`config.mk`:
```
export PLATFORM = sky130hd
export DESIGN_NAME = sixbit_text_decoder_tabs_top_flat
export DESIGN_NICKNAME = d
export VERILOG_FILES = /design/src/rtl/stdt_pkg.sv /design/src/rtl/stdt_if.sv /design/src/rtl/stdt_ctrl.sv /design/src/rtl/stdt_datapath.sv /design/src/rtl/sixbit_text_decoder_tabs_top.sv /design/src/flat_wrapper.sv
export SDC_FILE = /design/constraint.sdc
export NUM_CORES = 1
export LEC_CHECK = 0
export ABC_AREA = 1
export BUFFER_PORTS_ARGS = -buffer_cell sky130_fd_sc_hd__buf_4
export CORE_MARGIN = 10
export CORE_UTILIZATION = 54
export CTS_CLUSTER_SIZE = 14
export DETAILED_ROUTE_END_ITERATION = 10
export MAX_ROUTING_LAYER = met4
export PLACE_DENSITY = 0.74
export RECOVER_POWER = 100
export SETUP_SLACK_MARGIN = 0.4
export SLEW_MARGIN = 20
export SYNTH_ARGS = -nofsm -noshare
export SYNTH_HDL_FRONTEND = slang
export SYNTH_SLANG_ARGS = --single-unit
```
`constraint.sdc`:
```
create_clock -name i_clk -period 2.1 [get_ports i_clk]
set_input_delay 0.315 -clock i_clk [delete_from_list [all_inputs] [get_ports i_clk]]
set_output_delay 0.315 -clock i_clk [all_outputs]
set_load 0.03 [all_outputs]
```
`src/rtl/stdt_pkg.sv`:
```
`timescale 1ns / 1ps

package stdt_pkg;

    localparam int CODE_BITS     = 6;
    localparam int CHAR_BITS     = 7;
    localparam int OUT_COL_BITS  = 8;
    localparam int STOP_BITS     = 8;
    localparam int CFG_IDX_BITS  = 3;
    localparam int CFG_DATA_BITS = 8;
    localparam int STOP_SLOTS    = 4;
    localparam int RESULT_LIMIT  = 64;
    localparam int COUNT_BITS    = 7;

    // register indexes
    localparam logic [CFG_IDX_BITS-1:0] CFG_EXPAND_TABS = 3'd0;
    localparam logic [CFG_IDX_BITS-1:0] CFG_STOP_FIRST  = 3'd1;
    localparam logic [CFG_IDX_BITS-1:0] CFG_STOP_SECOND = 3'd2;
    localparam logic [CFG_IDX_BITS-1:0] CFG_STOP_THIRD  = 3'd3;
    localparam logic [CFG_IDX_BITS-1:0] CFG_STOP_FOURTH = 3'd4;
    localparam logic [CFG_IDX_BITS-1:0] CFG_TAB_REPEAT  = 3'd5;

    // register reset values
    localparam logic                 RST_EXPAND_TABS = 1'b1;
    localparam logic [STOP_BITS-1:0] RST_STOP_FIRST  = 8'd8;
    localparam logic [STOP_BITS-1:0] RST_STOP_SECOND = 8'd21;
    localparam logic [STOP_BITS-1:0] RST_STOP_THIRD  = 8'd31;
    localparam logic [STOP_BITS-1:0] RST_STOP_FOURTH = 8'd39;
    localparam logic [STOP_BITS-1:0] RST_TAB_REPEAT  = 8'd8;

    localparam logic [CHAR_BITS-1:0] ASCII_TAB     = 7'h09;
    localparam logic [CHAR_BITS-1:0] ASCII_NEWLINE = 7'h0A;
    localparam logic [CHAR_BITS-1:0] ASCII_SPACE   = 7'h20;

    localparam logic [CHAR_BITS-1:0] CODE_TO_ASCII [2**CODE_BITS] = '{
        7'h5B, 7'h25, 7'h5D, 7'h21, 7'h26, 7'h2A, 7'h3A, 7'h5F,
        7'h2B, 7'h09, 7'h3F, 7'h22, 7'h27, 7'h0A, 7'h28, 7'h29,
        7'h30, 7'h31, 7'h32, 7'h33, 7'h34, 7'h35, 7'h36, 7'h37,
        7'h38, 7'h39, 7'h3B, 7'h3D, 7'h2C, 7'h2D, 7'h2E, 7'h2F,
        7'h20, 7'h41, 7'h42, 7'h43, 7'h44, 7'h45, 7'h46, 7'h47,
        7'h48, 7'h49, 7'h4A, 7'h4B, 7'h4C, 7'h4D, 7'h4E, 7'h4F,
        7'h50, 7'h51, 7'h52, 7'h53, 7'h54, 7'h55, 7'h56, 7'h57,
        7'h58, 7'h59, 7'h5A, 7'h24, 7'h23, 7'h40, 7'h5E, 7'h62
    };

    typedef struct packed {
        logic load;
        logic step;
        logic finish;
    } t_cmd;

    typedef struct packed {
        logic done;
        logic out_free;
        logic pend_valid;
    } t_status;

endpackage

```
`src/rtl/stdt_if.sv`:
```
`timescale 1ns / 1ps

interface stdt_in_if #(
    parameter int WORD_BITS = 30
);
    logic                 valid;
    logic                 ready;
    logic [WORD_BITS-1:0] packed_word;
    logic                 restart;

    modport source (output valid, output packed_word, output restart, input ready);
    modport sink   (input valid, input packed_word, input restart, output ready);
endinterface

interface stdt_out_if;
    logic                                valid;
    logic                                ready;
    logic [stdt_pkg::CHAR_BITS-1:0]      character;
    logic [stdt_pkg::OUT_COL_BITS-1:0]   column_after;
    logic                                last;

    modport source (output valid, output character, output column_after, output last,
                    input ready);
    modport sink   (input valid, input character, input column_after, input last,
                    output ready);
endinterface

```
`src/rtl/stdt_ctrl.sv`:
```
`timescale 1ns / 1ps

module stdt_ctrl (
    input  logic              i_clk,
    input  logic              i_rst_n,
    input  logic              i_in_valid,
    input  stdt_pkg::t_status i_status,
    output logic              o_in_ready,
    output stdt_pkg::t_cmd    o_cmd
);

    typedef enum logic [1:0] {
        S_IDLE,
        S_RUN,
        S_FINISH
    } t_state;

    t_state r_state, n_state;
    logic   r_in_ready, n_in_ready;

    always_comb begin
        n_state      = r_state;
        o_cmd        = '0;
        case (r_state)
            S_IDLE: begin
                if (r_in_ready && i_in_valid) begin
                    o_cmd.load = 1'b1;
                    n_state    = S_RUN;
                end
            end
            S_RUN: begin
                if (i_status.done) begin
                    n_state = S_FINISH;
                end else if (i_status.out_free) begin
                    o_cmd.step = 1'b1;
                end
            end
            S_FINISH: begin
                // last flag goes onto the held result on its way out
                if (!i_status.pend_valid || i_status.out_free) begin
                    o_cmd.finish = 1'b1;
                    n_state      = S_IDLE;
                end
            end
            default: begin
                n_state = S_IDLE;
            end
        endcase
        n_in_ready = (n_state == S_IDLE);
    end

    always_ff @(posedge i_clk) begin
        if (!i_rst_n) begin
            r_state    <= S_IDLE;
            r_in_ready <= 1'b0;
        end else begin
            r_state    <= n_state;
            r_in_ready <= n_in_ready;
        end
    end

    assign o_in_ready = r_in_ready;

endmodule

```
`src/rtl/stdt_datapath.sv`:
```
`timescale 1ns / 1ps

module stdt_datapath #(
    parameter int CHARS_PER_WORD = 5,
    parameter int STOP_COUNT     = 4,
    parameter int COLUMN_BITS    = 8
) (
    input  logic                                     i_clk,
    input  logic                                     i_rst_n,
    input  stdt_pkg::t_cmd                           i_cmd,
    input  logic [CHARS_PER_WORD*stdt_pkg::CODE_BITS-1:0] i_packed_word,
    input  logic                                     i_restart,
    input  logic                                     i_cfg_we,
    input  logic [stdt_pkg::CFG_IDX_BITS-1:0]        i_cfg_idx,
    input  logic [stdt_pkg::CFG_DATA_BITS-1:0]       i_cfg_data,
    input  logic                                     i_out_ready,
    output stdt_pkg::t_status                        o_status,
    output logic                                     o_out_valid,
    output logic [stdt_pkg::CHAR_BITS-1:0]           o_character,
    output logic [stdt_pkg::OUT_COL_BITS-1:0]        o_column_after,
    output logic                                     o_last
);

    localparam int WB = CHARS_PER_WORD * stdt_pkg::CODE_BITS;
    localparam int CB = COLUMN_BITS;
    localparam int SW = ((CB > stdt_pkg::STOP_BITS) ? CB : stdt_pkg::STOP_BITS) + 1;
    localparam int IW = (CHARS_PER_WORD > 1) ? $clog2(CHARS_PER_WORD) : 1;
    localparam logic [CB-1:0] COL_MAX = '1;
    localparam logic [CB-1:0] COL_ONE = CB'(1);

    function automatic logic [CB-1:0] clamp_col(input logic [SW-1:0] v);
        if (v > SW'(COL_MAX)) begin
            return COL_MAX;
        end
        return v[CB-1:0];
    endfunction

    // configuration
    logic                              r_expand;
    logic [stdt_pkg::STOP_BITS-1:0]    r_stop [stdt_pkg::STOP_SLOTS];
    logic [stdt_pkg::STOP_BITS-1:0]    r_repeat;

    // line state
    logic [CB-1:0] r_column, n_column;
    logic [1:0]    r_stop_idx, n_stop_idx;
    logic [CB-1:0] r_next_stop, n_next_stop;
    logic          r_line_start, n_line_start;

    // word walk
    logic [WB-1:0]                      r_word, n_word;
    logic [IW-1:0]                      r_idx, n_idx;
    logic                               r_done, n_done;
    logic                               r_newline, n_newline;
    logic [stdt_pkg::COUNT_BITS-1:0]    r_count, n_count;

    // held result and output register
    logic                               r_p_valid, n_p_valid;
    logic [stdt_pkg::CHAR_BITS-1:0]     r_p_char, n_p_char;
    logic [CB-1:0]                      r_p_col, n_p_col;
    logic                               r_o_valid, n_o_valid;
    logic [stdt_pkg::CHAR_BITS-1:0]     r_o_char, n_o_char;
    logic [CB-1:0]                      r_o_col, n_o_col;
    logic                               r_o_last, n_o_last;

    logic                               out_free;
    logic [stdt_pkg::CHAR_BITS-1:0]     cur_char;
    logic                               emit;
    logic [stdt_pkg::CHAR_BITS-1:0]     emit_char;
    logic                               advance;
    logic [CB-1:0]                      col_inc;

    assign out_free = !r_o_valid || i_out_ready;
    assign cur_char = stdt_pkg::CODE_TO_ASCII[r_word[WB-1 -: stdt_pkg::CODE_BITS]];
    assign col_inc  = (r_column < COL_MAX) ? (r_column + COL_ONE) : r_column;

    always_ff @(posedge i_clk) begin
        if (!i_rst_n) begin
            r_expand  <= stdt_pkg::RST_EXPAND_TABS;
            r_stop[0] <= stdt_pkg::RST_STOP_FIRST;
            r_stop[1] <= stdt_pkg::RST_STOP_SECOND;
            r_stop[2] <= stdt_pkg::RST_STOP_THIRD;
            r_stop[3] <= stdt_pkg::RST_STOP_FOURTH;
            r_repeat  <= stdt_pkg::RST_TAB_REPEAT;
        end else if (i_cfg_we) begin
            case (i_cfg_idx)
                stdt_pkg::CFG_EXPAND_TABS: r_expand  <= i_cfg_data[0];
                stdt_pkg::CFG_STOP_FIRST:  r_stop[0] <= i_cfg_data;
                stdt_pkg::CFG_STOP_SECOND: r_stop[1] <= i_cfg_data;
                stdt_pkg::CFG_STOP_THIRD:  r_stop[2] <= i_cfg_data;
                stdt_pkg::CFG_STOP_FOURTH: r_stop[3] <= i_cfg_data;
                stdt_pkg::CFG_TAB_REPEAT:  r_repeat  <= i_cfg_data;
                default: begin
                end
            endcase
        end
    end

    always_comb begin
        n_column     = r_column;
        n_stop_idx   = r_stop_idx;
        n_next_stop  = r_next_stop;
        n_line_start = r_line_start;
        n_word       = r_word;
        n_idx        = r_idx;
        n_done       = r_done;
        n_newline    = r_newline;
        n_count      = r_count;
        n_p_valid    = r_p_valid;
        n_p_char     = r_p_char;
        n_p_col      = r_p_col;
        n_o_valid    = r_o_valid && !i_out_ready;
        n_o_char     = r_o_char;
        n_o_col      = r_o_col;
        n_o_last     = r_o_last;
        emit         = 1'b0;
        emit_char    = cur_char;
        advance      = 1'b0;

        if (i_cmd.load) begin
            n_word    = i_packed_word;
            n_idx     = '0;
            n_done    = 1'b0;
            n_newline = 1'b0;
            n_count   = '0;
            if (i_restart || r_line_start || r_column <= COL_ONE) begin
                n_column    = COL_ONE;
                n_stop_idx  = '0;
                n_next_stop = clamp_col(SW'(r_stop[0]));
            end
        end

        if (i_cmd.step) begin
            if (cur_char == stdt_pkg::ASCII_TAB && r_expand) begin
                if (r_column < r_next_stop) begin
                    emit      = 1'b1;
                    emit_char = stdt_pkg::ASCII_SPACE;
                end else begin
                    advance = 1'b1;
                    if ({1'b0, r_stop_idx} + 3'd1 < 3'(STOP_COUNT)) begin
                        n_stop_idx  = r_stop_idx + 2'd1;
                        n_next_stop = clamp_col(SW'(r_stop[n_stop_idx]));
                    end else begin
                        n_next_stop = clamp_col(SW'(r_next_stop) + SW'(r_repeat));
                    end
                end
            end else begin
                emit = 1'b1;
                if (cur_char == stdt_pkg::ASCII_NEWLINE) begin
                    n_done    = 1'b1;
                    n_newline = 1'b1;
                end else begin
                    advance = 1'b1;
                end
            end

            if (emit) begin
                n_column = col_inc;
                // results past the limit are dropped, column still moves
                if (r_count < stdt_pkg::COUNT_BITS'(stdt_pkg::RESULT_LIMIT)) begin
                    n_count = r_count + 1'b1;
                    if (r_p_valid) begin
                        n_o_valid = 1'b1;
                        n_o_char  = r_p_char;
                        n_o_col   = r_p_col;
                        n_o_last  = 1'b0;
                    end
                    n_p_valid = 1'b1;
                    n_p_char  = emit_char;
                    n_p_col   = col_inc;
                end
            end

            if (advance) begin
                n_word = r_word << stdt_pkg::CODE_BITS;
                n_idx  = r_idx + 1'b1;
                if (r_idx == IW'(CHARS_PER_WORD - 1)) begin
                    n_done = 1'b1;
                end
            end
        end

        if (i_cmd.finish) begin
            if (r_p_valid) begin
                n_o_valid = 1'b1;
                n_o_char  = r_p_char;
                n_o_col   = r_p_col;
                n_o_last  = 1'b1;
                n_p_valid = 1'b0;
            end
            if (r_newline) begin
                n_column     = COL_ONE;
                n_stop_idx   = '0;
                n_next_stop  = clamp_col(SW'(r_stop[0]));
                n_line_start = 1'b1;
            end else begin
                n_line_start = 1'b0;
            end
        end
    end

    always_ff @(posedge i_clk) begin
        if (!i_rst_n) begin
            r_column     <= COL_ONE;
            r_stop_idx   <= '0;
            r_next_stop  <= clamp_col(SW'(stdt_pkg::RST_STOP_FIRST));
            r_line_start <= 1'b1;
            r_done       <= 1'b0;
            r_newline    <= 1'b0;
            r_count      <= '0;
            r_p_valid    <= 1'b0;
            r_o_valid    <= 1'b0;
        end else begin
            r_column     <= n_column;
            r_stop_idx   <= n_stop_idx;
            r_next_stop  <= n_next_stop;
            r_line_start <= n_line_start;
            r_done       <= n_done;
            r_newline    <= n_newline;
            r_count      <= n_count;
            r_p_valid    <= n_p_valid;
            r_o_valid    <= n_o_valid;
        end
    end

    always_ff @(posedge i_clk) begin
        r_word   <= n_word;
        r_idx    <= n_idx;
        r_p_char <= n_p_char;
        r_p_col  <= n_p_col;
        r_o_char <= n_o_char;
        r_o_col  <= n_o_col;
        r_o_last <= n_o_last;
    end

    assign o_status.done       = r_done;
    assign o_status.out_free   = out_free;
    assign o_status.pend_valid = r_p_valid;

    assign o_out_valid    = r_o_valid;
    assign o_character    = r_o_char;
    assign o_column_after = stdt_pkg::OUT_COL_BITS'(r_o_col);
    assign o_last         = r_o_last;

    a_column_nonzero: assert property (@(posedge i_clk) disable iff (!i_rst_n)
        r_column != '0)
        else $error("column fell to zero");

    a_count_limit: assert property (@(posedge i_clk) disable iff (!i_rst_n)
        r_count <= stdt_pkg::COUNT_BITS'(stdt_pkg::RESULT_LIMIT))
        else $error("result count past limit");

    a_finish_marks_last: assert property (@(posedge i_clk) disable iff (!i_rst_n)
        i_cmd.finish && r_p_valid |=> r_o_valid && r_o_last && !r_p_valid)
        else $error("held result not released with last flag");

endmodule

```
`src/rtl/sixbit_text_decoder_tabs_top.sv`:
```
`timescale 1ns / 1ps

// Six-bit text decoder with tab expansion.
// i_in  : one request per packed word (CHARS_PER_WORD codes, first code in the
//         top bits) plus a restart flag that forces a line start.
// o_out : one request per ASCII character, with the column after it and a last
//         flag on the final character of the word.
// i_cfg_*: register writes (expand_tabs, four tab stops, tab_repeat), which the user
//         must make only while the block is idle; the block does not enforce this.
// Sequence: a word is loaded, then stepped once per emitted character and
//         once per tab that reaches its stop, each step waiting while o_out
//         is not free; the word is then seen to be done and finished. Padding
//         dropped past the result limit is still stepped space by space.
//         Each result is held back one step to learn whether it is last.
// i_in.ready is high only between words.
// Reset: synchronous, active low; column 1, first stop, line start pending,
//         registers back to their defaults, no results in flight.
// Stall: while o_out is not taken the sequencer holds; nothing is lost.
module sixbit_text_decoder_tabs_top #(
    parameter int CHARS_PER_WORD = 5,
    parameter int STOP_COUNT     = 4,
    parameter int COLUMN_BITS    = 8
) (
    input  logic                                 i_clk,
    input  logic                                 i_rst_n,
    stdt_in_if.sink                              i_in,
    stdt_out_if.source                           o_out,
    input  logic                                 i_cfg_we,
    input  logic [stdt_pkg::CFG_IDX_BITS-1:0]    i_cfg_idx,
    input  logic [stdt_pkg::CFG_DATA_BITS-1:0]   i_cfg_data
);

    stdt_pkg::t_cmd    cmd;
    stdt_pkg::t_status status;
    logic              in_ready;

    stdt_ctrl u_ctrl (
        .i_clk      (i_clk),
        .i_rst_n    (i_rst_n),
        .i_in_valid (i_in.valid),
        .i_status   (status),
        .o_in_ready (in_ready),
        .o_cmd      (cmd)
    );

    stdt_datapath #(
        .CHARS_PER_WORD (CHARS_PER_WORD),
        .STOP_COUNT     (STOP_COUNT),
        .COLUMN_BITS    (COLUMN_BITS)
    ) u_datapath (
        .i_clk          (i_clk),
        .i_rst_n        (i_rst_n),
        .i_cmd          (cmd),
        .i_packed_word  (i_in.packed_word),
        .i_restart      (i_in.restart),
        .i_cfg_we       (i_cfg_we),
        .i_cfg_idx      (i_cfg_idx),
        .i_cfg_data     (i_cfg_data),
        .i_out_ready    (o_out.ready),
        .o_status       (status),
        .o_out_valid    (o_out.valid),
        .o_character    (o_out.character),
        .o_column_after (o_out.column_after),
        .o_last         (o_out.last)
    );

    assign i_in.ready = in_ready;

    // between words nothing may still be held back
    a_idle_no_pending: assert property (@(posedge i_clk) disable iff (!i_rst_n)
        in_ready |-> !status.pend_valid)
        else $error("held result while idle");

    // one word at a time
    a_one_word: assert property (@(posedge i_clk) disable iff (!i_rst_n)
        i_in.valid && in_ready |=> !in_ready)
        else $error("second word taken while busy");

    // a waiting result stays put until taken
    a_out_hold: assert property (@(posedge i_clk) disable iff (!i_rst_n)
        o_out.valid && !o_out.ready |=> o_out.valid && $stable(o_out.character)
            && $stable(o_out.column_after) && $stable(o_out.last))
        else $error("result changed while stalled");

endmodule

```
`src/flat_wrapper.sv`:
```
// flat-port wrapper written by rule: the top's interface ports become plain ports
module sixbit_text_decoder_tabs_top_flat 
#(
    parameter int CHARS_PER_WORD = 5,
    parameter int STOP_COUNT     = 4,
    parameter int COLUMN_BITS    = 8
)
  (i_clk, i_rst_n, i_cfg_we, i_cfg_idx, i_cfg_data, i_in_valid, i_in_packed_word, i_in_restart, i_in_ready, o_out_valid, o_out_character, o_out_column_after, o_out_last, o_out_ready);
  stdt_in_if #(.WORD_BITS(((5) * stdt_pkg::CODE_BITS))) i_in_i ();
  stdt_out_if o_out_i ();
  input  logic i_clk;
  input  logic i_rst_n;
  input  logic i_cfg_we;
  input  logic [stdt_pkg::CFG_IDX_BITS-1:0] i_cfg_idx;
  input  logic [stdt_pkg::CFG_DATA_BITS-1:0] i_cfg_data;
  input wire logic [$bits(i_in_i.valid)-1:0] i_in_valid;
  input wire logic [$bits(i_in_i.packed_word)-1:0] i_in_packed_word;
  input wire logic [$bits(i_in_i.restart)-1:0] i_in_restart;
  output wire logic [$bits(i_in_i.ready)-1:0] i_in_ready;
  output wire logic [$bits(o_out_i.valid)-1:0] o_out_valid;
  output wire logic [$bits(o_out_i.character)-1:0] o_out_character;
  output wire logic [$bits(o_out_i.column_after)-1:0] o_out_column_after;
  output wire logic [$bits(o_out_i.last)-1:0] o_out_last;
  input wire logic [$bits(o_out_i.ready)-1:0] o_out_ready;
  assign i_in_i.valid = i_in_valid;
  assign i_in_i.packed_word = i_in_packed_word;
  assign i_in_i.restart = i_in_restart;
  assign i_in_ready = i_in_i.ready;
  assign o_out_valid = o_out_i.valid;
  assign o_out_character = o_out_i.character;
  assign o_out_column_after = o_out_i.column_after;
  assign o_out_last = o_out_i.last;
  assign o_out_i.ready = o_out_ready;
  sixbit_text_decoder_tabs_top #(.CHARS_PER_WORD(CHARS_PER_WORD), .STOP_COUNT(STOP_COUNT), .COLUMN_BITS(COLUMN_BITS)) u_core (.i_clk(i_clk), .i_rst_n(i_rst_n), .i_in(i_in_i), .o_out(o_out_i), .i_cfg_we(i_cfg_we), .i_cfg_idx(i_cfg_idx), .i_cfg_data(i_cfg_data));
endmodule
```
# Yosys cells after proc, flatten, opt, wreduce, memory -nomap -nowiden
# Memory sizes are Yosys's and may differ from the RTL's.
# Cells that the tools add are included.
# word_totals
wordCells	189
output_inout_bits	18
romBits	448
input_bits	47
memories	2
ram_bits	32
reg_bits	106
# mem_list
name	words	word_bits	rd	rd_ports_with_merged_regs	write_ports	line_no	rtl
(no name shown)	64	7	1	0	0	stdt_datapath.sv:73	assign cur_char = stdt_pkg::CODE_TO_ASCII[r_word[WB-1 -: stdt_pkg::CODE_BITS]];
u_core.u_datapath.r_stop	4	8	2	0	4	stdt_datapath.sv:40	logic [stdt_pkg::STOP_BITS-1:0] r_stop [stdt_pkg::STOP_SLOTS];
# op_classes
n_lt_le_gt_ge	7
addsub	6
bitwise	5
mux	123
n_reduce_logical	16
n_eq_ne	10
# ops
op	count
$mux W8	27
$mux W7	14
$mux W30	3
$mux W1	64
$mux W2	11
$eq A7 B4 Y1 const B	2
$add A8 B8 Y9	1
$eq A3 B3 Y1 const B	3
$gt A9 B8 Y1 const B	1
$mux W3	3
$add A8 B1 Y8 const B	1
$le A8 B1 Y1 const B	1
$lt A8 B8 Y1	1
$lt A8 B8 Y1 const B	1
$add A7 B1 Y7 const B	1
$ge A7 B7 Y1 const B	1
$lt A7 B7 Y1 const B	1
$not A6 Y7	1
$eq A3 B2 Y1 const B	2
$pmux W2 S3	1
$logic_not A2 Y1	2
$logic_or A1 B1 Y1	4
$or A1 B1 Y1	4
$reduce_and A2 Y1	2
other kinds (11)	15

# Logic depth before layout (Yosys ltp)
# Gate-level depths: netlist of the first run.
# depth
word_depth	15
mapped_depth	18
mapped_depth_nobuf	18

# Cells and area by module
# A second synthesis of the first run with hierarchy kept.
# hier_totals
hier_cells	945
hier_area_um2	7299.5
# by_module_without_submodules
module	cells_each	n_inst	area_per_inst_um2
stdt_datapath	923	1	7151.9
stdt_ctrl	22	1	147.6

# Worst setup path after synthesis of the first run
# Ideal clock, no wire load.
# synth_timing
kind	register to register
startpoint	register u_core.u_datapath.r_word[25]
endpoint	register u_core.u_datapath.r_p_valid
t_required_ns	1.972
arrival_ns	2.076
path_slack_ns	-0.104
period_less_slack_ns	2.204
path_stages_with_launch	16
n_path_buf	0
path_cell_list	dfxtp_1 > inv_1 > ha_1 > nand2_1 > nand3_1 > nand3_1 > nand2_1 > inv_1 > nor2_2 > nand2_2 > nor2_8 > nand2_4 > nand2_1 > inv_2 > o21ai_0 > nor2_1
# synth_between
elab_chain_cells	12
# synth_rtl
item	line_no	rtl
from (decl)	stdt_datapath.sv:50	logic [WB-1:0] r_word, n_word;
from (signal assigned)	stdt_datapath.sv:226	r_word <= n_word;
$not A6 Y7 (implied by the code) (*)	stdt_datapath.sv:73	
$mem_v2 Z64 W7 (*)	n/a	
$mux W7 (implied by the code) (*) (2 in a row)	stdt_datapath.sv:73	
$eq A7 B4 Y1 (*)	stdt_datapath.sv:133	if (cur_char == stdt_pkg::ASCII_TAB && r_expand) begin
$logic_and A1 B1 Y1 (*)	stdt_datapath.sv:133	
$mux W1 (*)	stdt_datapath.sv:133	
$mux W1 (*)	stdt_datapath.sv:132	if (i_cmd.step) begin
$mux W1 (*)	stdt_datapath.sv:156	if (emit) begin
$mux W1 (*)	stdt_datapath.sv:132	
$mux W1	stdt_datapath.sv:183	if (r_p_valid) begin
$mux W1 (*)	stdt_datapath.sv:182	if (i_cmd.finish) begin
to (signal assigned)	stdt_datapath.sv:220	r_p_valid <= n_p_valid;
to (decl)	stdt_datapath.sv:57	logic r_p_valid, n_p_valid;
# Mark *: on every way between the ends. The rest lies on a longest branch, timed or not. The select of a mux whose other input is x is not followed.
# A chain may end at the register's enable or synchronous reset.

# Worst setup path after layout of the first run
# layout_timing
startpoint	register u_core.u_datapath.r_word[25]
endpoint	register u_core.u_datapath.r_word[19]
# layout_between
elab_chain_cells	10
# layout_rtl
item	line_no	rtl
$not A6 Y7 (implied by the code) (*)	stdt_datapath.sv:73	
$mem_v2 Z64 W7 (*)	n/a	
$mux W7 (implied by the code) (*) (2 in a row)	stdt_datapath.sv:73	
$eq A7 B4 Y1, on equally long branches	stdt_datapath.sv:148, stdt_datapath.sv:133	
$mux W1 / $logic_and A1 B1 Y1 (equally long branches)	stdt_datapath.sv:148, stdt_datapath.sv:133	
$mux W1 (*)	stdt_datapath.sv:133	
$mux W1 (*)	stdt_datapath.sv:132	
$mux W30 (*)	stdt_datapath.sv:173	if (advance) begin
$mux W30 (*)	stdt_datapath.sv:132	
named net u_core.u_datapath.n_word[19]	stdt_datapath.sv:50	
# Mark *: on every way through the listed nets, which the timed path passes. The rest lies on a longest branch. The select of a mux whose other input is x is not followed.

==> reports/summary.md, run 1 <==
• setup repair after global routing missed its margin: true
• yosys warns: 0
• total number of vias: 6646
• final period utilization: 103%
• Final setup violation count: 36
• top-level port count: 65
• most common cell after layout, fill and taps aside: sky130_fd_sc_hd__nand2_1
• maximum number of pins on one net before global-route repair: 47
• residual DRC count: 0
• cell with the most instances on the worst path: sky130_fd_sc_hd__nand2_1
• first-pass iteration count of the detailed router: 5
• Post-Syn Nets: 1028
• deepest clock path buffer count: 2
• CTS root buffer: sky130_fd_sc_hd__clkbuf_16
• wire per inst: 15.3 um
• fill cell count: 1081
• via count of the first global-routing pass: 6429
• clock buffer count from CTS: 17
• Final nets: 1131
• CTS tree: yes
• WP data arrival: 2530 ps
• count of nets left with antenna violations after detail routing: 0
• CP max stage cell: sky130_fd_sc_hd__dfxtp_4
• register area share after synthesis: 44.6%
• Worst-path clk slew: 60 ps
• global-route wire length before repair: 30.4 mm
• Fmax achieved: 463 MHz
• standard-cell rows: 42
• Maximum Capacitance Violations: 0
• crit path time final: 2160 ps
• result of the run: finished with violations
• die boundary width: 136 um
• Area Overhead vs Synth: 27.8%
• Min-Delay Path Class: input port to register
• Max Clock Skew: 10.4 ps
• CTS H-tree lvls: 4
• stage delay of the slowest cell on the critical path: 400 ps
• number of standard cells after synthesis: 954
• post-synthesis cell area: 0.00724 sq mm
• share of cells above drive strength 1: 25.0%
• number of buffer cells added on primary ports: 64
• total count of hold-check failures in the final report: 0
• number of distinct standard cells referenced by the synthesized netlist: 42
• Leakage: 4.18 nW
• CP startpoint kind: register
• Power Dens Cells: 1110 mW/mm^2
• maximum fanout along the worst path: 15
• capturing element type of the critical path: register
• height of the die: 136 um
• Clk Latency, worst-skew pair: 430 ps
• HPWL Detailed: 12.9 mm
• antenna cells: 0
• vias per cell: 5.33
• starting density of the core: 54.9%
• largest voltage drop on the vdd net: 623 uV
• worst setup path category: register to register
• required time reported for the critical path endpoint: 2470 ps
• violation count after the first detailed-route iteration: 464
• CTS Sinks: 138
• Placeable Area: 0.0132 sq mm
• top library cells by usage in the layout, fill and taps aside: 234 x sky130_fd_sc_hd__nand2_1, 91 x sky130_fd_sc_hd__inv_1, 86 x sky130_fd_sc_hd__nor2_1, 84 x sky130_fd_sc_hd__dfxtp_1, 83 x sky130_fd_sc_hd__buf_4
• worst-case headroom to the max-slew limit: 33.2%
• cells along the critical path: inv_4 > ha_4 > inv_1 > nand2_1 > nand2_1 > nand2_1 > nand2_1 > nand2_2 > nand2_1 > nand2_1 > nand4_1 > nand3_4 > buf_16 > o211ai_1 > nand2_1
• number of synthesized register bits: 138
• All-Layer GR Usage: 20.6%
• aggregate routed wire length: 19.0 mm
• global route overflow: 0
• per-instance average area after synthesis: 7.59 sq um
• Post-Place Worst Slack: -12.8 ps
• violated checks: negative setup slack
• final count of pins violating max slew: 0
• final setup TNS: -784 ps
• antenna violations before repair: 0
• GP Congestion: 0.903
• Worst Slack Setup Final: -61.0 ps
• area of the die: 0.0184 sq mm
• transition time of the tightest slew-check pin: 1000 ps
metal layers:
layer  vias to the layer above  global-route usage (%)  part of all wire (%)
met5                         -                       -                     0
met4                         0                    6.82                   2.3
met3                        41                    4.10                   4.5
met2                       175                    33.3                    48
met1                      3070                    25.4                    45
li1                       3360                       -                     -
area by class of cell:
| class | count | area (sq um) | area share, % |
|---|---|---|---|
| Multi-Input combinational cell | 678 | 3850 | 41.6 |
| Tap cell | 176 | 220 | 2.38 |
| Timing Repair Buffer | 116 | 903 | 9.76 |
| Inverter | 106 | 435 | 4.70 |
| Clock buffer | 18 | 429 | 4.63 |
| Sequential cell | 138 | 3250 | 35.1 |
| Clock inverter | 14 | 173 | 1.86 |
registers in the layout, summed over array words and instances (netlist names):
| name | flops |
|---|---|
| u_core.u_datapath.r_line_start | 1 |
| u_core.u_datapath.r_idx | 3 |
| u_core.u_ctrl.o_in_ready | 1 |
| u_core.u_datapath.r_stop_idx | 2 |
| u_core.u_datapath.r_p_valid | 1 |
| u_core.u_datapath.r_stop | 32 |
| u_core.u_datapath.r_done | 1 |
| u_core.u_datapath.o_column_after | 8 |
| u_core.u_datapath.r_repeat | 8 |
| u_core.u_datapath.r_expand | 1 |
| u_core.u_datapath.r_p_col | 8 |
| u_core.u_datapath.r_word | 30 |
| u_core.u_datapath.r_next_stop | 8 |
| u_core.u_datapath.r_count | 7 |
| u_core.u_datapath.o_last | 1 |
| u_core.u_ctrl.r_state | 2 |
| u_core.u_datapath.r_p_char | 7 |
| u_core.u_datapath.r_newline | 1 |
| u_core.u_datapath.o_character | 7 |
| u_core.u_datapath.o_out_valid | 1 |
| u_core.u_datapath.r_column | 8 |
synthesized netlist by cell type:
cell | count | area (sq um)
sky130_fd_sc_hd__a211oi_1 | 1 | 7.51
sky130_fd_sc_hd__a21boi_0 | 1 | 7.51
sky130_fd_sc_hd__a21boi_1 | 1 | 7.51
sky130_fd_sc_hd__a21oi_1 | 47 | 235
sky130_fd_sc_hd__a21oi_2 | 2 | 17.5
sky130_fd_sc_hd__a32o_1 | 1 | 10.0
sky130_fd_sc_hd__a32oi_1 | 1 | 8.76
sky130_fd_sc_hd__and3_1 | 1 | 6.26
sky130_fd_sc_hd__buf_1 | 1 | 3.75
sky130_fd_sc_hd__buf_2 | 2 | 10.0
sky130_fd_sc_hd__buf_4 | 9 | 67.6
sky130_fd_sc_hd__buf_6 | 3 | 33.8
sky130_fd_sc_hd__clkbuf_1 | 19 | 71.3
sky130_fd_sc_hd__clkinv_1 | 2 | 7.51
sky130_fd_sc_hd__dfxtp_1 | 91 | 1820
sky130_fd_sc_hd__edfxtp_1 | 47 | 1410
sky130_fd_sc_hd__fa_1 | 1 | 20.0
sky130_fd_sc_hd__ha_1 | 26 | 325
sky130_fd_sc_hd__inv_1 | 97 | 364
sky130_fd_sc_hd__inv_2 | 7 | 26.3
sky130_fd_sc_hd__nand2_1 | 261 | 980
sky130_fd_sc_hd__nand2_2 | 4 | 25.0
sky130_fd_sc_hd__nand2_4 | 3 | 33.8
sky130_fd_sc_hd__nand3_1 | 58 | 290
sky130_fd_sc_hd__nand3_2 | 1 | 10.0
sky130_fd_sc_hd__nand3_4 | 1 | 17.5
sky130_fd_sc_hd__nand3b_1 | 1 | 7.51
sky130_fd_sc_hd__nand4_1 | 15 | 93.8
sky130_fd_sc_hd__nor2_1 | 96 | 360
sky130_fd_sc_hd__nor2_2 | 2 | 12.5
sky130_fd_sc_hd__nor2_8 | 1 | 20.0
sky130_fd_sc_hd__nor3_1 | 7 | 35.0
sky130_fd_sc_hd__o211ai_1 | 34 | 255
sky130_fd_sc_hd__o21ai_0 | 61 | 305
sky130_fd_sc_hd__o21ai_1 | 2 | 10.0
sky130_fd_sc_hd__o21ai_2 | 1 | 8.76
sky130_fd_sc_hd__o21bai_1 | 1 | 7.51
sky130_fd_sc_hd__o221ai_1 | 1 | 8.76
sky130_fd_sc_hd__o22ai_1 | 9 | 56.3
sky130_fd_sc_hd__or2_2 | 25 | 156
sky130_fd_sc_hd__xnor2_1 | 5 | 43.8
sky130_fd_sc_hd__xor2_1 | 5 | 43.8
worst max-delay path: cells and delay by family, from the launching register on:
family / cells / cell delay [ps]
adders and majority gates: 1 / 280
AOI/OAI and AO/OA: 1 / 110
buffers and inverters: 3 / 280
and+or+nand+nor: 10 / 1040
DFF: 1 / 400
worst paths after layout:
check	slack (ps)	depth (start not counted)	endpoint	from
worst min-delay path	120	3	u_core.u_datapath.r_word[0]	i_in_packed_word[0]
worst max register to register	-60	15	u_core.u_datapath.r_word[19]	u_core.u_datapath.r_word[25]
worst max-delay path	-60	15	u_core.u_datapath.r_word[19]	u_core.u_datapath.r_word[25]
worst min register to register	440	2	u_core.u_datapath.r_word[9]	u_core.u_datapath.r_word[3]
metrics by stage:
stage               instance area (sq um)  total power [mW]  util (%)  hold WS, ps  instances
floorplan                            7360              6.02         -          412        954
global placement                     8200              7.00      62.1          414       1201
detailed placement                   8200              7.05      62.1          423       1201
CTS                                  8950              10.3      67.8          111       1238
global route                         9260              10.9      70.2          126       1246
finish                               9260              10.3      70.2          116       1246
cells by family after synthesis:
logic type	after synthesis	synth area share, %
compound gates	163	13.1
xor+xnor	10	1.21
fa+ha+maj	27	4.77
buf+inv	140	8.07
flops	138	44.6
simple gates	476	28.3
power by group:
group / internal [mW] / leakage [nW] / switching (mW)
logic: 1.43 / 2.70 / 2.11
clock network: 1.87 / 0.279 / 1.18
registers: 3.36 / 1.21 / 0.362
repair_timing:
action,4_1_cts,5_1_grt
gates resized for setup,24,85
setup endpoints to repair,101,104
pin swaps,2,18
endpoints found under the hold margin,0,0
hold buffers,0,0
cloned,2,4
setup buffers,3,4
Note: power is estimated with default switching activity, not from simulation.
==> run 2: changes to the inputs <==
--- a/config.mk
+++ b/config.mk
@@ -8,11 +8,11 @@
 export ABC_AREA = 1
 export BUFFER_PORTS_ARGS = -buffer_cell sky130_fd_sc_hd__buf_4
 export CORE_MARGIN = 10
-export CORE_UTILIZATION = 54
+export CORE_UTILIZATION = 45
 export CTS_CLUSTER_SIZE = 14
 export DETAILED_ROUTE_END_ITERATION = 10
 export MAX_ROUTING_LAYER = met4
-export PLACE_DENSITY = 0.74
+export PLACE_DENSITY = 0.64
 export RECOVER_POWER = 100
 export SETUP_SLACK_MARGIN = 0.4
 export SLEW_MARGIN = 20
==> run 2 against run 1 <==
Net effect:
- the run still ends with negative setup slack left
- combinational power rose by 3%
- worst hold slack improved by 13 ps
- sequential power barely moved
- cell count rose by 3.7%
- routed wire length rose by 1.2%
- worst setup slack improved by 17 ps
- count of clock-buffer cells in the layout rose by 4
- critical path depth did not move
- die area rose by 17%
- first-iteration DRC count fell by 4.5%
- critical endpoint is now u_core.u_datapath.o_character[2]
- largest cell class unchanged
- largest power group unchanged
- highest routed layer unchanged
==> reports/summary.md, run 2 (synthesis results as in run 1) <==
• reg2reg setup slack: -40 ps, +20 ps
• Reg with most FFs: u_core.u_datapath.r_stop
• CTS H-tree lvls: 4, unchanged
• cell count along the critical path: 15, unchanged
• total number of vias: 6594, -0.78%
• storage element area: 0.00325 sq mm, unchanged
• Final setup violation count: 41, +14%
• reg2reg start: u_core.u_datapath.r_word[24]
• starting density of the core: 45.8%, -9.2 points
• standard-cell rows: 46, +9.5%
• violation count after the first detailed-route iteration: 443, -4.5%
• Min-Delay Path Class: input port to register
• total count of hold-check failures in the final report: 0, unchanged
• setup repair after global routing missed its margin: true
• global-route wire length before repair: 30.7 mm, +0.91%
• Worst-path clk slew: 60 ps, about the same
• WP data arrival: 2460 ps, -70 ps
• worst setup path category: register to register
• final period utilization: 102%, -0.82 points
• CP max stage cell: sky130_fd_sc_hd__dfxtp_4
• CP bufs+invs: 2, -1
• Maximum Capacitance Violations: 0, unchanged
• first-pass iteration count of the detailed router: 6, +1
• number of cells on the worst reg-to-reg path: 15, unchanged
• Worst Slack Setup Final: -43.7 ps, +17.3 ps
• most common cell after layout, fill and taps aside: sky130_fd_sc_hd__nand2_1
• crit-path leading delay family: simple AND/OR/NAND/NOR gates
• height of the die: 147 um, +8.1%
• via count of the first global-routing pass: 6239, -3.0%
• Placeable Area: 0.0158 sq mm, +20%
• transition time of the tightest slew-check pin: 557 ps, -445 ps
• Max Clock Skew: 11.0 ps, +0.648 ps
• global route overflow: 0, unchanged
• flip-flop count of the largest register, all copies and words added: 32, unchanged
• crit path time final: 2140 ps, -17.3 ps
• GP Congestion: 0.913, +1.2%
• Regs by FF count: u_core.u_datapath.r_stop (32), u_core.u_datapath.r_word (30)
• deepest clock path buffer count: 2, unchanged
• top library cells by usage in the layout, fill and taps aside: 223 x sky130_fd_sc_hd__nand2_1, 88 x sky130_fd_sc_hd__inv_1, 86 x sky130_fd_sc_hd__nor2_1, 86 x sky130_fd_sc_hd__buf_4, 86 x sky130_fd_sc_hd__dfxtp_1
• CTS tree: yes
• final setup TNS: -764 ps, +20.3 ps
• Leakage: 4.29 nW, +2.6%
• Final nets: 1137, +0.53%
• HPWL Detailed: 13.1 mm, +1.8%
• cells along the critical path: inv_6 > ha_4 > nand2_2 > nand3_1 > nand3_2 > nand2_2 > inv_1 > nor2_2 > nand2_2 > nor2_8 > nand2_8 > nand3_4 > nand2_4 > nand2_1 > nand2_1
• die boundary width: 147 um, +8.1%
• cell area after layout: 0.00948 sq mm, +2.4%
• maximum fanout along the worst path: 7, -8
• maximum number of pins on one net before global-route repair: 47, unchanged
• Clk Latency, worst-skew pair: 420 ps, about the same
• aggregate routed wire length: 19.3 mm, +1.2%
• wire per inst: 14.9 um, -2.4%
• stage delay of the slowest cell on the critical path: 410 ps, about the same
• combined area of the multi-input logic cells: 0.00393 sq mm, +1.9%
• CTS root buffer: sky130_fd_sc_hd__clkbuf_16
• fill cell count: 1431, +32%
• violated checks: negative setup slack
• residual DRC count: 0, unchanged
• cell with the most instances on the worst path: sky130_fd_sc_hd__nand2_2
• crit path capture: u_core.u_datapath.o_character[2]
• final count of pins violating max slew: 0, unchanged
• Power Dens Cells: 1110 mW/mm^2, -0.58%
• reg2reg end: u_core.u_datapath.o_character[2]
• required time reported for the critical path endpoint: 2410 ps, -60 ps
• cts hold-fix bufs: 0, unchanged
• Area Overhead vs Synth: 30.9%
• number of buffer cells added on primary ports: 64, unchanged
• area of the die: 0.0216 sq mm, +17%
• capturing element type of the critical path: register
• Fmax achieved: 466 MHz, +0.81%
• placed standard-cell area: 0.00829 sq mm, +1.1%
• All-Layer GR Usage: 17.5%, -3.1 points
• clock buffer count from CTS: 17, unchanged
• startpoint of the worst setup timing path: u_core.u_datapath.r_word[24]
• count of nets left with antenna violations after detail routing: 0, unchanged
• share of cells above drive strength 1: 27.5%, +2.5 points
• result of the run: finished with violations
• largest voltage drop on the vdd net: 569 uV, -8.6%
• top-level port count: 65, unchanged
• antenna violations before repair: 0, unchanged
• antenna cells: 0, unchanged
• worst-case headroom to the max-slew limit: 62.8%, +30 points
• CTS Sinks: 138, unchanged
• vias per cell: 5.10, -4.3%
• CP startpoint kind: register
==> run 2: cell count changes in the layout (fill, tap and decap cells not counted), moves of 4 or more <==
cell / previous run / this run
sky130_fd_sc_hd__a21oi_1: 32 / 36
sky130_fd_sc_hd__nand2_2: 25 / 34
sky130_fd_sc_hd__clkbuf_16: 18 / 22
sky130_fd_sc_hd__a21oi_2: 17 / 12
sky130_fd_sc_hd__nand3_2: 9 / 25
sky130_fd_sc_hd__clkinvlp_4: 5 / 1
sky130_fd_sc_hd__nand2_1: 234 / 223
sky130_fd_sc_hd__nand3_1: 48 / 33
sky130_fd_sc_hd__inv_4: 2 / 6
==> run 2: area by class of cell <==
cell class	count	area share, %
Timing Repair Buffer	121	10.2
Clock inverter	10	1.07
Sequential cell	138	34.2
Tap cell	216	2.85
Inverter	106	4.57
Clock buffer	22	5.45
Multi-Input combinational cell	677	41.4
Timing Repair inverter	2	0.237
==> run 2: worst reg2reg max path: stages (launching register included) <==
cell and delay [ps]:
sky130_fd_sc_hd__dfxtp_4 410, sky130_fd_sc_hd__inv_6 60, sky130_fd_sc_hd__ha_4 280, sky130_fd_sc_hd__nand2_2 70, sky130_fd_sc_hd__nand3_1 100, sky130_fd_sc_hd__nand3_2 70
sky130_fd_sc_hd__nand2_2 70, sky130_fd_sc_hd__inv_1 50, sky130_fd_sc_hd__nor2_2 130, sky130_fd_sc_hd__nand2_2 100, sky130_fd_sc_hd__nor2_8 150, sky130_fd_sc_hd__nand2_8 110
sky130_fd_sc_hd__nand3_4 170, sky130_fd_sc_hd__nand2_4 130, sky130_fd_sc_hd__nand2_1 90, sky130_fd_sc_hd__nand2_1 40
==> run 2: stage by stage <==
step	utilization [%]	power (mW)	instances	hold slack [ps]	setup slack, ps
3_3_place_gp	52.3	6.98	1243	416	32.3
4_1_cts	58.5	10.4	1283	115	5.17
6_report	59.9	10.5	1292	129	-43.7
3_5_place_dp	52.3	7.01	1243	421	0.312
5_1_grt	59.9	11.2	1292	112	-181
2_1_floorplan	-	6.02	954	412	113
==> run 2: power by group <==
| part | internal (mW) | switching, mW | total (mW) | leakage [nW] |
|---|---|---|---|---|
| Sequential | 3.37 | 0.382 | 3.75 | 1.21 |
| Clock | 1.88 | 1.22 | 3.10 | 0.304 |
| Combinational | 1.51 | 2.15 | 3.66 | 2.78 |
| Total | 6.75 | 3.75 | 10.5 | 4.29 |
==> run 2: metal layers <==
| metal | vias up | global-route usage (%) | part of all wire (%) |
|---|---|---|---|
| met5 | - | - | 0 |
| met4 | 0 | 4.85 | 0.98 |
| met3 | 18 | 3.62 | 3.3 |
| met2 | 130 | 28.3 | 48 |
| met1 | 3077 | 21.9 | 47 |
| li1 | 3369 | - | - |
==> run 2: worst min path at each step <==
| stage | from | endpoint | slack (ps) | cells after the start |
|---|---|---|---|---|
| 2_1_floorplan | u_core.u_datapath.r_p_char[0] | u_core.u_datapath.o_character[0] | 410 | 2 |
| 3_3_place_gp | u_core.u_datapath.r_p_col[2] | u_core.u_datapath.o_column_after[2] | 420 | 2 |
| 3_5_place_dp | u_core.u_datapath.r_p_col[1] | u_core.u_datapath.o_column_after[1] | 420 | 2 |
| 4_1_cts | i_in_packed_word[4] | u_core.u_datapath.r_word[4] | 110 | 3 |
| 5_1_grt | i_in_packed_word[4] | u_core.u_datapath.r_word[4] | 110 | 3 |
| 6_report | i_in_packed_word[4] | u_core.u_datapath.r_word[4] | 130 | 3 |
==> run 2: repair_timing <==
| action | 4_1_cts | 5_1_grt |
|---|---|---|
| setup endpoints to repair | 102 | 101 |
| resized for setup | 80 | 54 |
| buffers inserted | 6 | 3 |
| pin swaps | 35 | 28 |
| gates cloned | 2 | 6 |
==> run 3: changes to the inputs <==
--- a/config.mk
+++ b/config.mk
@@ -11,7 +11,6 @@
 export CORE_UTILIZATION = 45
 export CTS_CLUSTER_SIZE = 14
 export DETAILED_ROUTE_END_ITERATION = 10
-export MAX_ROUTING_LAYER = met4
 export PLACE_DENSITY = 0.64
 export RECOVER_POWER = 100
 export SETUP_SLACK_MARGIN = 0.4
==> run 3 against run 2 <==
Net effect:
- the flow still finishes with violations (negative setup slack)
- non-clock buffer count is 4 lower
- utilization is 2.1 points lower
- count of clock-buffer cells in the layout is 4 lower
- worst hold slack better by 13 ps
- combinational power is 1% lower
- cell count is 0.54% lower
- sequential power is 1% lower
- global-route usage is 1.1 points lower
- clock skew is 9.7 ps higher
- critical endpoint is now u_core.u_datapath.r_next_stop[6]
- largest cell class unchanged
- largest power group unchanged
==> reports/summary.md, run 3 (synthesis results as in run 1) <==
• count of nets left with antenna violations after detail routing: 0, unchanged
• violated checks: negative setup slack
• Max Clock Skew: 20.7 ps, +9.68 ps
• Leakage: 4.13 nW, -3.8%
• Worst Slack Setup Final: -56.8 ps, -13.1 ps
• switching pwr: 3.66 mW, -2.4%
• antenna cells: 0, unchanged
• total number of vias: 6465, -2.0%
• top library cells by usage in the layout, fill and taps aside: 242 x sky130_fd_sc_hd__nand2_1, 90 x sky130_fd_sc_hd__nor2_1, 88 x sky130_fd_sc_hd__inv_1, 85 x sky130_fd_sc_hd__dfxtp_1, 81 x sky130_fd_sc_hd__buf_4
• global-route wire length before repair: 29.6 mm, -3.6%
• part of the total power dissipated in sequential elements: 36.1%, +0.4 points
• CP bufs+invs: 4, +2
• result of the run: finished with violations
• fill cell count: 1519, +6.1%
• global route overflow: 0, unchanged
• most common cell after layout, fill and taps aside: sky130_fd_sc_hd__nand2_1
• clock share of power: 28.6%, -0.9 points
• Worst-path clk slew: 60 ps, about the same
• flip-flop count of the largest register, all copies and words added: 32, unchanged
• crit-path leading delay family: simple AND/OR/NAND/NOR gates
• WP data arrival: 2460 ps, about the same
• Min-Delay Path Class: input port to register
• cell total after placement: 1240, -0.24%
• transition time of the tightest slew-check pin: 558 ps, +1.81 ps
• maximum fanout along the worst path: 6, -1
• Clk Latency, worst-skew pair: 420 ps, about the same
• via count of the first global-routing pass: 6066, -2.8%
• Reg with most FFs: u_core.u_datapath.r_stop
• HPWL Detailed: 13.0 mm, -0.61%
• crit path time final: 2160 ps, +13.1 ps
• CTS Sinks: 138, unchanged
• worst-case headroom to the max-slew limit: 62.6%, -0.12 points
• final setup TNS: -115 ps, +648 ps
• largest voltage drop on the vdd net: 639 uV, +12%
• Fmax achieved: 464 MHz, -0.61%
• final cell count without fillers: 1285, -0.54%
• vias per cell: 5.03, -1.4%
• height of the die: 147 um, unchanged
• cells along the critical path: inv_6 > ha_4 > inv_2 > nand2_1 > nand2_1 > nand2_1 > nand2_1 > nand2_2 > nand2_2 > nand2_2 > nor2_2 > nand4_1 > buf_6 > buf_6 > a21oi_2 > a21oi_1
• cell with the most instances on the worst path: sky130_fd_sc_hd__nand2_1
• die boundary width: 147 um, unchanged
• aggregate routed wire length: 18.4 mm, -4.4%
• capturing element type of the critical path: register
• worst hold slack after final layout: 142 ps, +12.8 ps
• Final nets: 1130, -0.62%
• final count of pins violating max slew: 0, unchanged
• CTS tree: yes
• clock buffer count from CTS: 17, unchanged
• maximum number of pins on one net before global-route repair: 47, unchanged
• CTS H-tree lvls: 4, unchanged
• Final setup violation count: 5, -88%
• CTS root buffer: sky130_fd_sc_hd__clkbuf_16
• Maximum Capacitance Violations: 0, unchanged
• CP startpoint kind: register
• area of the die: 0.0216 sq mm, unchanged
• deepest clock path buffer count: 2, unchanged
• design internal power: 6.59 mW, -2.5%
• violation count after the first detailed-route iteration: 412, -7.0%
• top-level port count: 65, unchanged
• switching part of the total: 35.7%, about the same
• setup repair after global routing missed its margin: true
• GP Congestion: 0.893, -2.2%
• Power Dens Cells: 1120 mW/mm^2, +1.1%
• combinational share of power: 35.3%, +0.5 points
• standard-cell rows: 46, unchanged
• total count of hold-check failures in the final report: 0, unchanged
• first-pass iteration count of the detailed router: 6, unchanged
• starting density of the core: 45.8%, unchanged
• number of buffer cells added on primary ports: 64, unchanged
• CP max stage cell: sky130_fd_sc_hd__dfxtp_4
• worst setup path category: register to register
• Area Overhead vs Synth: 26.3%
• Post-Place Worst Slack: 26.5 ps, +26.2 ps
• required time reported for the critical path endpoint: 2410 ps, about the same
• Regs by FF count: u_core.u_datapath.r_stop (32), u_core.u_datapath.r_word (30)
• wire per inst: 14.3 um, -3.9%
• antenna violations before repair: 0, unchanged
• final period utilization: 103%, +0.63 points
• Placeable Area: 0.0158 sq mm, unchanged
• share of cells above drive strength 1: 22.3%, -5.2 points
• reg2reg setup slack: -60 ps, about the same
• residual DRC count: 0, unchanged
• All-Layer GR Usage: 16.4%, -1.1 points
• stage delay of the slowest cell on the critical path: 400 ps, about the same
==> run 3: cell types whose count changed in the layout (fill, tap and decap cells not counted), moves of 4 or more <==
cell and change:
sky130_fd_sc_hd__nor2_1 +4, sky130_fd_sc_hd__nor2_2 -4, sky130_fd_sc_hd__a21oi_1 +4, sky130_fd_sc_hd__nand3_2 -21, sky130_fd_sc_hd__nand2_2 -15, sky130_fd_sc_hd__nand3_1 +20, sky130_fd_sc_hd__nand2_1 +19, sky130_fd_sc_hd__a21oi_2 -5
sky130_fd_sc_hd__buf_4 -5
==> run 3: power groups by stage <==
stage / Sequential [mW] / Combinational [mW] / Clock, mW
floorplan: 3.92 / 2.10 / 0
global placement: 3.73 / 3.22 / 0
detailed placement: 3.74 / 3.23 / 0
CTS: 3.69 / 3.43 / 2.98
global route: 3.78 / 4.01 / 3.10
finish: 3.71 / 3.61 / 2.93
==> run 3: layout make-up <==
| class | instances | area [sq um] | area share [%] |
|---|---|---|---|
| clock buffer | 18 | 429 | 4.69 |
| clock inverter | 14 | 146 | 1.60 |
| inverter | 106 | 423 | 4.62 |
| multi-input combinational | 676 | 3710 | 40.5 |
| sequential | 138 | 3250 | 35.5 |
| tap | 216 | 270 | 2.95 |
| timing repair buffer | 117 | 926 | 10.1 |
==> run 3: worst paths after layout <==
kind         cells past startpoint                          from                                  end
min                              3           i_in_packed_word[4]          u_core.u_datapath.r_word[4]
max reg2reg                     16  u_core.u_datapath.r_word[24]     u_core.u_datapath.r_next_stop[6]
max                             16  u_core.u_datapath.r_word[24]     u_core.u_datapath.r_next_stop[6]
min reg2reg                      2  u_core.u_datapath.r_p_col[5]  u_core.u_datapath.o_column_after[5]
==> run 3: metal layers <==
layer	GRT usage, %	vias up	routed length, um
li1	-	3354	-
met1	21.7	2970	8840
met2	26.1	129	8710
met3	4.21	12	720
met4	4.40	0	138
met5	0	-	0
==> run 3: what timing repair did <==
item / 4_1_cts / 5_1_grt
hold buffers: 0 / 0
buffers inserted: 4 / 6
setup endpoints to repair: 102 / 100
pin swaps: 13 / 18
gates cloned: 0 / 3
gates resized for setup: 33 / 45
==> run 3: through the flow <==
step / util [%] / total power [mW] / instance area, sq um
finish: 57.8 / 10.3 / 9150
CTS: 56.7 / 10.1 / 8980
detailed placement: 52.2 / 6.97 / 8260
floorplan: - / 6.02 / 7360
global placement: 52.2 / 6.94 / 8260
global route: 57.8 / 10.9 / 9150
==> run 3: worst reg2reg max path, cell delays in order, from the launching register on <==
cell and delay (ps):
sky130_fd_sc_hd__dfxtp_4 400, sky130_fd_sc_hd__inv_6 60, sky130_fd_sc_hd__ha_4 260, sky130_fd_sc_hd__inv_2 50, sky130_fd_sc_hd__nand2_1 40, sky130_fd_sc_hd__nand2_1 60
sky130_fd_sc_hd__nand2_1 50, sky130_fd_sc_hd__nand2_1 70, sky130_fd_sc_hd__nand2_2 70, sky130_fd_sc_hd__nand2_2 70, sky130_fd_sc_hd__nand2_2 70, sky130_fd_sc_hd__nor2_2 140
sky130_fd_sc_hd__nand4_1 200, sky130_fd_sc_hd__buf_6 210, sky130_fd_sc_hd__buf_6 110, sky130_fd_sc_hd__a21oi_2 110, sky130_fd_sc_hd__a21oi_1 70
